<file path="src/design/rwc_pkg.sv">
// Shared types and constants for the replay window checker.
`timescale 1ns / 1ps

package rwc_pkg;

  localparam int WINDOW_BITS = 64;
  localparam int SEQ_W       = 64;
  localparam int SLOT_W      = 8;
  localparam int LEN_W       = 16;
  localparam int SLOT_SPACE  = 256;  // slots addressable through an 8-bit index

  localparam logic [LEN_W-1:0] MIN_FRAME_BYTES = 16'd28;

  typedef enum logic [1:0] {
    REQ_CHECK  = 2'd0,
    REQ_SETUP  = 2'd1,
    REQ_REMOVE = 2'd2,
    REQ_NONE   = 2'd3
  } req_t;

  typedef enum logic [2:0] {
    ST_OK        = 3'd0,
    ST_SHORT     = 3'd1,
    ST_NOT_READY = 3'd2,
    ST_TOO_OLD   = 3'd3,
    ST_REPLAY    = 3'd4
  } status_t;

  // Controller to datapath commands
  typedef struct packed {
    logic capture;   // latch the request and read the slot's window
    logic eval;      // register sequence compare and distance
    logic commit;    // decide, update state, register the result
    logic load_out;  // move the result into the output register
  } cmd_t;

endpackage

</file>
<file path="src/design/rwc_ctrl.sv">
// Controller state machine: sequences accept, evaluate, update and send.
`timescale 1ns / 1ps

module rwc_ctrl (
  input  logic          clk,
  input  logic          rst_n,
  input  logic          in_tvalid,
  output logic          in_tready,
  output logic          out_tvalid,
  input  logic          out_tready,
  output rwc_pkg::cmd_t cmd
);

  typedef enum logic [1:0] {
    S_IDLE,
    S_EVAL,
    S_UPD,
    S_SEND
  } state_t;

  state_t state_r, state_nxt;
  logic   out_valid_r, out_valid_nxt;
  logic   out_free;

  assign in_tready  = (state_r == S_IDLE);
  assign out_tvalid = out_valid_r;
  assign out_free   = !out_valid_r || out_tready;

  always_comb begin
    cmd.capture  = (state_r == S_IDLE) && in_tvalid;
    cmd.eval     = (state_r == S_EVAL);
    cmd.commit   = (state_r == S_UPD);
    cmd.load_out = (state_r == S_SEND) && out_free;
  end

  always_comb begin
    state_nxt = state_r;
    case (state_r)
      S_IDLE: begin
        if (in_tvalid) state_nxt = S_EVAL;
      end
      S_EVAL: state_nxt = S_UPD;
      S_UPD:  state_nxt = S_SEND;
      S_SEND: begin
        if (out_free) state_nxt = S_IDLE;
      end
      default: state_nxt = S_IDLE;
    endcase
  end

  always_comb begin
    out_valid_nxt = out_valid_r;
    if (cmd.load_out) begin
      out_valid_nxt = 1'b1;
    end else if (out_tready) begin
      out_valid_nxt = 1'b0;
    end
  end

  always_ff @(posedge clk) begin
    if (!rst_n) begin
      state_r     <= S_IDLE;
      out_valid_r <= 1'b0;
    end else begin
      state_r     <= state_nxt;
      out_valid_r <= out_valid_nxt;
    end
  end

  a_accept_to_eval: assert property (@(posedge clk) disable iff (!rst_n)
    (in_tvalid && in_tready) |=> (state_r == S_EVAL))
    else $error("accepted request did not move to evaluate");

  a_upd_after_eval: assert property (@(posedge clk) disable iff (!rst_n)
    (state_r == S_UPD) |-> ($past(state_r) == S_EVAL))
    else $error("update step without evaluate step");

  a_load_needs_room: assert property (@(posedge clk) disable iff (!rst_n)
    cmd.load_out |-> (!out_valid_r || out_tready))
    else $error("result loaded over an untaken result");

  a_valid_from_send: assert property (@(posedge clk) disable iff (!rst_n)
    $rose(out_valid_r) |-> ($past(state_r) == S_SEND))
    else $error("result shown outside send step");

endmodule

</file>
<file path="config.mk">
export PLATFORM = sky130hd
export DESIGN_NAME = rwc_ctrl
export DESIGN_NICKNAME = d
export VERILOG_FILES = /design/src/design/rwc_pkg.sv /design/src/design/rwc_ctrl.sv
export SDC_FILE = /design/constraint.sdc
export NUM_CORES = 1
export LEC_CHECK = 0
export BUFFER_PORTS_ARGS = -buffer_cell sky130_fd_sc_hd__buf_2
export CAP_MARGIN = 20
export CELL_PAD_IN_SITES_DETAIL_PLACEMENT = 0
export CELL_PAD_IN_SITES_GLOBAL_PLACEMENT = 1
export CORE_AREA = 3 3 40 42
export CTS_BUF_LIST = sky130_fd_sc_hd__clkbuf_8
export DETAILED_ROUTE_END_ITERATION = 8
export DIE_AREA = 0 0 43 45
export GPL_TIMING_DRIVEN = 0
export PLACE_DENSITY = 0.45
export SLEW_MARGIN = 20
export SYNTH_ARGS = -nofsm -noshare
export SYNTH_HDL_FRONTEND = slang
export SYNTH_SLANG_ARGS = --single-unit
</file>
<file path="constraint.sdc">
create_clock -name clk -period 2.4 [get_ports clk]
set_input_delay 0.48 -clock clk [delete_from_list [all_inputs] [get_ports clk]]
set_output_delay 0.48 -clock clk [all_outputs]
set_load 0.03 [all_outputs]
</file>
==> flow_summary.yaml <==
setup_path:
  endpoint: "cmd[3]"
  endpoint_kind: "output pin"
  setup.worst_path.start: "state_r[0]"
  critPathMaxFanout: 4
  reg2reg_depth: 4
  arrival_ns: 1.22
  crit_required_ns: 1.92
  start_kind: "flip-flop"
  critical_path_class: "flip-flop to output pin"
  regToRegStartpoint: "state_r[0]"
  r2r-end: "state_r[0]"
  rrSetupSlack_ns: 1.19
floorplan:
  chipWidth_um: 43
  dieArea_um2: 1940
  std_cell_rows: 13
  io_pins: 10
  start_util_pct: 16.3
  core_um2: 1280
  die_h_um: 45
clock_tree:
  cts_max_level: 1
  cts_buffer_depth: 2
  ctsHoldBuffers: 0
  clkLatencyLatePin_ns: 0.21
  cts_tree: "built"
  cts_resized: 0
  cts.sinks: 3
  post_cts_buffers: 0
  cts_buffers: 3
  clk_pin_slew_worst_paths_ns: 0.03
  cts-root-buf: "clkbuf_8"
synth:
  netlist_area_um2: 209
  synthMuxAreaShare_pct: 4.79
  syn-num-nets: 30
  ys_warn_count: 0
  seq_area_frac_synth_pct: 28.7
  synthAdderAreaFrac_pct: 24.0
  synth_cells: 22
  synth_compound_area_share_pct: 15.6
  avgSynthCellArea_um2: 9.50
  synth_simple_gate_area_share_pct: 18.0
  ys_ff_latch: 3
  synth_xor_area_share_pct: 0
  synth_top_family_by_area: "adder cells"
  synth_cell_types: 13
cells_and_area:
  utilization_pct: 24.7
  antenna_cells: 0
  layout.nets: 44
  area_delta_synth_final_pct: 52.1
  final_layout_size_suffix_gt1_share_pct: 42.9
global_route:
  grt_pass1_vias: 180
  grt_max_degree: 5
  grt_pass1_wl_um: 683
  antenna_found_initial: 0
  grt_usage_pct: 5.15
  overflow: 0
sta:
  setup_viol_count_final: 0
  fmax_mhz: 587
  fin_crit_sh_pct: 70.9
  final_max_slew_viol_count: 0
  whs_ns: 0.514
  setup-tns-final_ns: 0
  slew_headroom_pct: 91.7
  tightest_slew_ns: 0.121
  hold_viol: 0
  rsz0062_at_grt: "false"
  fin_skew_ns: 0.00218
  period_needed_ns: 1.70
route:
  routed-via-count: 187
  routed_wl_um: 430
  drt_pass1_iterations: 1
  drc: 0
  ant_nets: 0
  avgRoutedWirePerCell_um: 8.60
  drtIter0Drc: 0
  viasPerCell: 3.74
power:
  power.density_nw_per_um2: 1490
  power_mw: 0.473
  vdd_drop_max_mv: 0.291
  p_leak_nw: 0.177
placement:
  place.gp.congestion: 0.659
  dp_hpwl_um: 361
  port_buffers: 9
worst_hold_path:
  hp-class: "flip-flop to flip-flop"
run_status:
  outcome: "complete, no violations"
flow_run:
  maxCapViolCount: 0
==> cell families (layout without fill, tap and decap cells) <==
logic type               count (synthesis)  after routing
AND/OR/NAND/NOR                          6              6
adder cells (fa/ha/maj)                  4              4
buffers and inverters                    4             17
multiplexers                             1              1
AO/OA/AOI/OAI                            4              4
flip-flops                               3              3
==> report_power, final <==
group,total (mW),internal (mW),switching [mW]
sequential,0.0890,0.0700,0.0190
clock,0.142,0.109,0.0328
combinational,0.242,0.0853,0.157
total,0.473,0.264,0.209
==> cells in the mapped netlist <==
| cell type | number | area, um2 |
|---|---|---|
| nor2b_1 | 1 | 6.26 |
| and2_1 | 1 | 6.26 |
| o21a_1 | 2 | 15.0 |
| o31a_1 | 1 | 8.76 |
| ha_1 | 4 | 50.1 |
| and2b_2 | 1 | 8.76 |
| buf_4 | 1 | 7.51 |
| dfxtp_1 | 3 | 60.1 |
| mux2i_1 | 1 | 10.0 |
| nand2_1 | 2 | 7.51 |
| inv_1 | 3 | 11.3 |
| and3b_1 | 1 | 8.76 |
| a21oi_2 | 1 | 8.76 |
==> worst min path at each step <==
stage / start / endpoint / slack [ns] / depth (start not counted)
2_1_floorplan: state_r[1] / state_r[1] / 0.47 / 2
3_3_place_gp: state_r[1] / state_r[1] / 0.51 / 2
3_5_place_dp: state_r[1] / state_r[1] / 0.52 / 2
4_1_cts: state_r[1] / state_r[1] / 0.52 / 2
5_1_grt: state_r[1] / state_r[1] / 0.54 / 2
6_report: state_r[1] / state_r[1] / 0.51 / 2
==> state kept, by name, indices dropped and copies added, names as in the netlist <==
| name | cells |
|---|---|
| state_r | 2 |
| out_tvalid | 1 |
==> worst max-delay path, cell delays in order (launching register included) <==
cell     delay (ns)
dfxtp_1        0.37
inv_1          0.08
ha_1           0.24
and2_1         0.15
buf_2          0.17
==> final cells by class <==
type,count,area (um2)
Clock inverter,1,3.75
Timing Repair Buffer,9,45.0
Multi-Input combinational cell,15,130
Buffer,1,7.51
Tap cell,15,18.8
Fill cell,148,967
Inverter,3,11.3
Sequential cell,3,60.1
Clock buffer,3,41.3
==> metrics by stage <==
stage	instances	area (um2)	setup slack, ns
floorplan	22	209	0.790
global placement	46	273	0.761
detailed placement	46	273	0.751
CTS	50	318	0.675
global route	50	318	0.626
finish	50	318	0.698
==> cell usage in the layout, fill, tap and decap left out <==
cell,instances
a21oi_2,1
and2_1,1
and2b_2,1
and3b_1,1
buf_2,9
buf_4,1
clkbuf_8,3
dfxtp_1,3
ha_1,4
inv_1,4
mux2i_1,1
nand2_1,2
nor2b_1,1
o21a_1,2
o31a_1,1
==> per-layer routing <==
layer  wire length [um]  track usage (%)  vias up
met3                 37             2.39        0
met5                  0                0        -
li1                   -                -       96
met2                233             8.68        5
met4                  0             5.42        0
met1                159             4.32       86
No activity file was read; power rests on OpenSTA's default activity.
